[src/hw/rtl/afs_pkg.sv]
// Shared types and constants of the animation frame scheduler.
// No dependencies; imported by afs_step_unit, animation_frame_scheduler_core and the bench.
package afs_pkg;

   // field widths
   localparam int FRAME_W = 8;    // frame number as reported
   localparam int COUNT_W = 9;    // frame count register
   localparam int DELAY_W = 16;   // delay in centiseconds
   localparam int TIME_W  = 16;   // elapsed milliseconds
   localparam int PASS_W  = 16;   // completed passes
   localparam int DUR_W   = 20;   // delay scaled to milliseconds

   localparam int DEFAULT_MAX_FRAMES = 256;

   localparam logic [PASS_W-1:0] PASS_MAX = {PASS_W{1'b1}};

   // request kinds carried on tuser
   localparam logic CMD_WRITE_DELAY = 1'b0;
   localparam logic CMD_ADVANCE     = 1'b1;

   // configuration register indexes
   localparam logic CSR_LOOP_LIMIT  = 1'b0;
   localparam logic CSR_FRAME_COUNT = 1'b1;

   // outcome of one frame step of the walk
   typedef struct packed {
      logic              fits;       // remaining time covers a nonzero delay
      logic [TIME_W-1:0] remaining;  // time left after that frame
   } step_result_type;

endpackage

[src/hw/rtl/afs_step_unit.sv]
// Shared time step of the frame walk: scales one delay to milliseconds and
// checks and subtracts it from the remaining time. Depends on afs_pkg.
module afs_step_unit
   import afs_pkg::*;
(
   input  logic [TIME_W-1:0]  remaining,
   input  logic [DELAY_W-1:0] frame_delay,
   output step_result_type    result
);

   logic [DUR_W-1:0] duration;
   logic [DUR_W-1:0] remaining_ext;

   // ten ms per centisecond as shift and add
   assign duration      = (DUR_W'(frame_delay) << 3) + (DUR_W'(frame_delay) << 1);
   assign remaining_ext = DUR_W'(remaining);

   // compare and subtract
   assign result.fits      = (duration != '0) && (remaining_ext >= duration);
   assign result.remaining = remaining - duration[TIME_W-1:0];

endmodule

[config.mk]
export PLATFORM = sky130hd
export DESIGN_NAME = afs_step_unit
export DESIGN_NICKNAME = d
export VERILOG_FILES = /design/src/hw/rtl/afs_pkg.sv /design/src/hw/rtl/afs_step_unit.sv
export SDC_FILE = /design/constraint.sdc
export NUM_CORES = 1
export LEC_CHECK = 0
export ABC_AREA = 1
export CAP_MARGIN = 10
export CORE_ASPECT_RATIO = 1.75
export CORE_MARGIN = 3
export CORE_UTILIZATION = 53
export DETAILED_ROUTE_END_ITERATION = 7
export DONT_BUFFER_PORTS = 1
export GPL_ROUTABILITY_DRIVEN = 1
export PLACE_DENSITY = 0.7
export REMOVE_ABC_BUFFERS = 1
export SLEW_MARGIN = 10
export SYNTH_ARGS = -nofsm -noshare
export SYNTH_HDL_FRONTEND = slang
export SYNTH_SLANG_ARGS = --single-unit
[constraint.sdc]
create_clock -name vclk -period 2.7
set_input_delay 0.27 -clock vclk [all_inputs]
set_output_delay 0.27 -clock vclk [all_outputs]
set_load 0.05 [all_outputs]
==> flow_summary.ini <==
[run_status]
outcome = finished, violations left
failed_checks = setup timing

[run]
maxCapViolCount = 0

[worst_setup_path]
crit_family = simple AND/OR/NAND/NOR gates
cp-end-kind = output pin
cp.arrival_ns = 3.02
crit_fanout = 3
path_cells = ha_4, inv_2, fa_2, inv_2, nand3_2, nand2_2, nand4_1, nand3b_1, nand2_2, ha_4, nand2_2, nor2_2, nand3b_1, or2_1, nand3_2, or2_1, nand3_1, nand2_1, a21oi_2, nor2_2, buf_6
critPathKind = input port to output pin
slowest_delay_ns = 0.37
crit_end = result[16]
crit_buf_inv = 3
cp_common_cell = nand2_2
start_kind = input port
cpMaxStageDelayCell = fa_2
worst-path-stages = 21
required_ns = 2.43
critical_path.startpoint = frame_delay[2]

[place]
gp_congestion = 0.930
io_buffers = 0
dp_hpwl_um = 4520
dp_slack_ns = -0.532
placedCellCount = 419

[power_and_ir_drop]
vdd_ir_drop_max_v = 0.000649
leakagePower_uw = 0.00152
power_uw = 1640
p_per_area_nw_per_um2 = 568

[sta]
hold-worst-slack_ns = 0.540
finalSetupTns_ns = -2.78
hold_violations = 0
setup_viol = 8
slew_headroom_pct = 67.0
worst_slack_ns = -0.595
fmax_mhz = 304
rsz0062_at_grt = true
fin_crit_sh_pct = 122
tightestPinTransition_ns = 0.494
finalCriticalPeriod_ns = 3.29
slew_violations = 0

[logic_synthesis]
netlist_instances = 316
synth-seq-area-share_pct = 0
yosysUniqueCellTypes = 32
ys_warn_count = 0
avgSynthCellArea_um2 = 5.76
syn_area_um2 = 1820

[floorplanning]
io_pins = 49
std_cell_rows = 27
fp.dieW_um = 50.3
fp.coreArea_um2 = 3210
dieArea_um2 = 4200
initial_core_util_pct = 56.7
die_h_um = 83.5

[drt]
dr_total_vias = 2727
firstDrtPassIters = 5
ant_nets = 0
drt_wl_total_um = 8980
vias_per_cell = 6.27
first_iter_violations = 135
drc_errors = 0
wl_per_cell_um = 20.6

[global_route]
grt_max_degree = 7
grt_pass1_wl_um = 10700
grt_usage_pct = 31.2
grt_pass1_vias = 2551
antenna_found_initial = 0
overflow = 0

[cells_and_area]
area_growth_pct = 59.1
clkbuf_count = 0
n_fill_cell = 149
final_nets = 454
antenna_cells = 0
finalNonFillerCells = 435
seq_area_um2 = 0
drive_gt1_share_pct = 43.9
seq_cell_count = 0

[worst_hold_path]
hold_path_class = input port to output pin
worst min path at each step:
| stage | from | endpoint | slack [ns] | cells after the start |
|---|---|---|---|---|
| finish | remaining[0] | result[0] | 0.54 | 0 |
| global route | remaining[0] | result[0] | 0.54 | 0 |
| CTS | remaining[0] | result[0] | 0.54 | 0 |
| detailed placement | remaining[0] | result[0] | 0.54 | 0 |
| global placement | remaining[0] | result[0] | 0.54 | 0 |
| floorplan | remaining[0] | result[0] | 0.54 | 0 |
cell families (layout without fill, tap and decap cells):
kind of cell	count (synthesis)	in the layout	synth area share (%)
buffers and inverters	56	132	11.8
and+or+nand+nor	184	184	49.2
AOI/OAI and AO/OA	31	31	10.8
xor gates and xnor gates	17	17	8.18
adders and majority gates	28	28	20.1
where the power goes:
part	switching (µW)	internal [µW]
sequential	0	0
combinational	997	647
clock	0	0
metal layers:
layer | part of all wire, % | up-vias | wire length [µm] | track usage (%)
met3 | 6.4 | 110 | 579 | 2.33
li1 | - | 1180 | - | -
met2 | 51 | 193 | 4560 | 66.3
met1 | 31 | 1244 | 2790 | 26.3
met5 | 0 | - | 0 | 0
met4 | 12 | 0 | 1050 | 15.0
per-stage QoR:
| step | utilization, % | area, µm² |
|---|---|---|
| floorplan | - | 1810 |
| global placement | 72.8 | 2340 |
| detailed placement | 72.8 | 2340 |
| CTS | 83.7 | 2690 |
| global route | 90.2 | 2890 |
| finish | 90.2 | 2890 |
cell type report:
class | count | area, µm² | share of cell area, %
multi-input cells | 260 | 2020 | 69.8
repair buffers | 77 | 613 | 21.2
well taps | 43 | 53.8 | 1.86
inverters | 55 | 206 | 7.13
Yosys cell counts, types with 2 or more instances:
cell type	n	share of area, %
a21o_1	2	0.83
a21oi_1	15	4.1
a21oi_2	2	0.96
a31oi_1	4	1.4
fa_1	2	2.2
ha_1	26	18
inv_1	52	11
inv_2	3	0.62
nand2_1	98	20
nand2_2	10	3.4
nand3_1	17	4.7
nand3_2	10	5.5
nand3b_1	4	1.7
nand4_1	8	2.8
nor2_1	25	5.2
nor2_4	3	1.9
nor3_1	2	0.55
o21ai_0	3	0.83
or2_1	2	0.69
xnor2_1	7	3.4
xor2_1	10	4.8
placed cells by master, fill, tap and decap left out, drive strengths merged:
master / count
a21o: 2
a21oi: 18
a22oi: 1
a31oi: 4
buf: 77
fa: 2
ha: 26
inv: 55
nand2: 108
nand3: 28
nand3b: 4
nand4: 9
nor2: 29
nor3: 2
nor4: 1
o2111ai: 1
o21ai: 3
o21bai: 1
o311ai: 1
or2: 3
xnor2: 7
xor2: 10
what timing repair did:
| action | 4_1_cts | 5_1_grt |
|---|---|---|
| hold buffers | 0 | 0 |
| gates resized for setup | 54 | 31 |
| pin swaps | 25 | 33 |
| endpoints found under the setup margin | 10 | 10 |
| endpoints found under the hold margin | 0 | 0 |
| buffers inserted | 12 | 5 |
No activity file was read; power rests on OpenSTA's default activity.
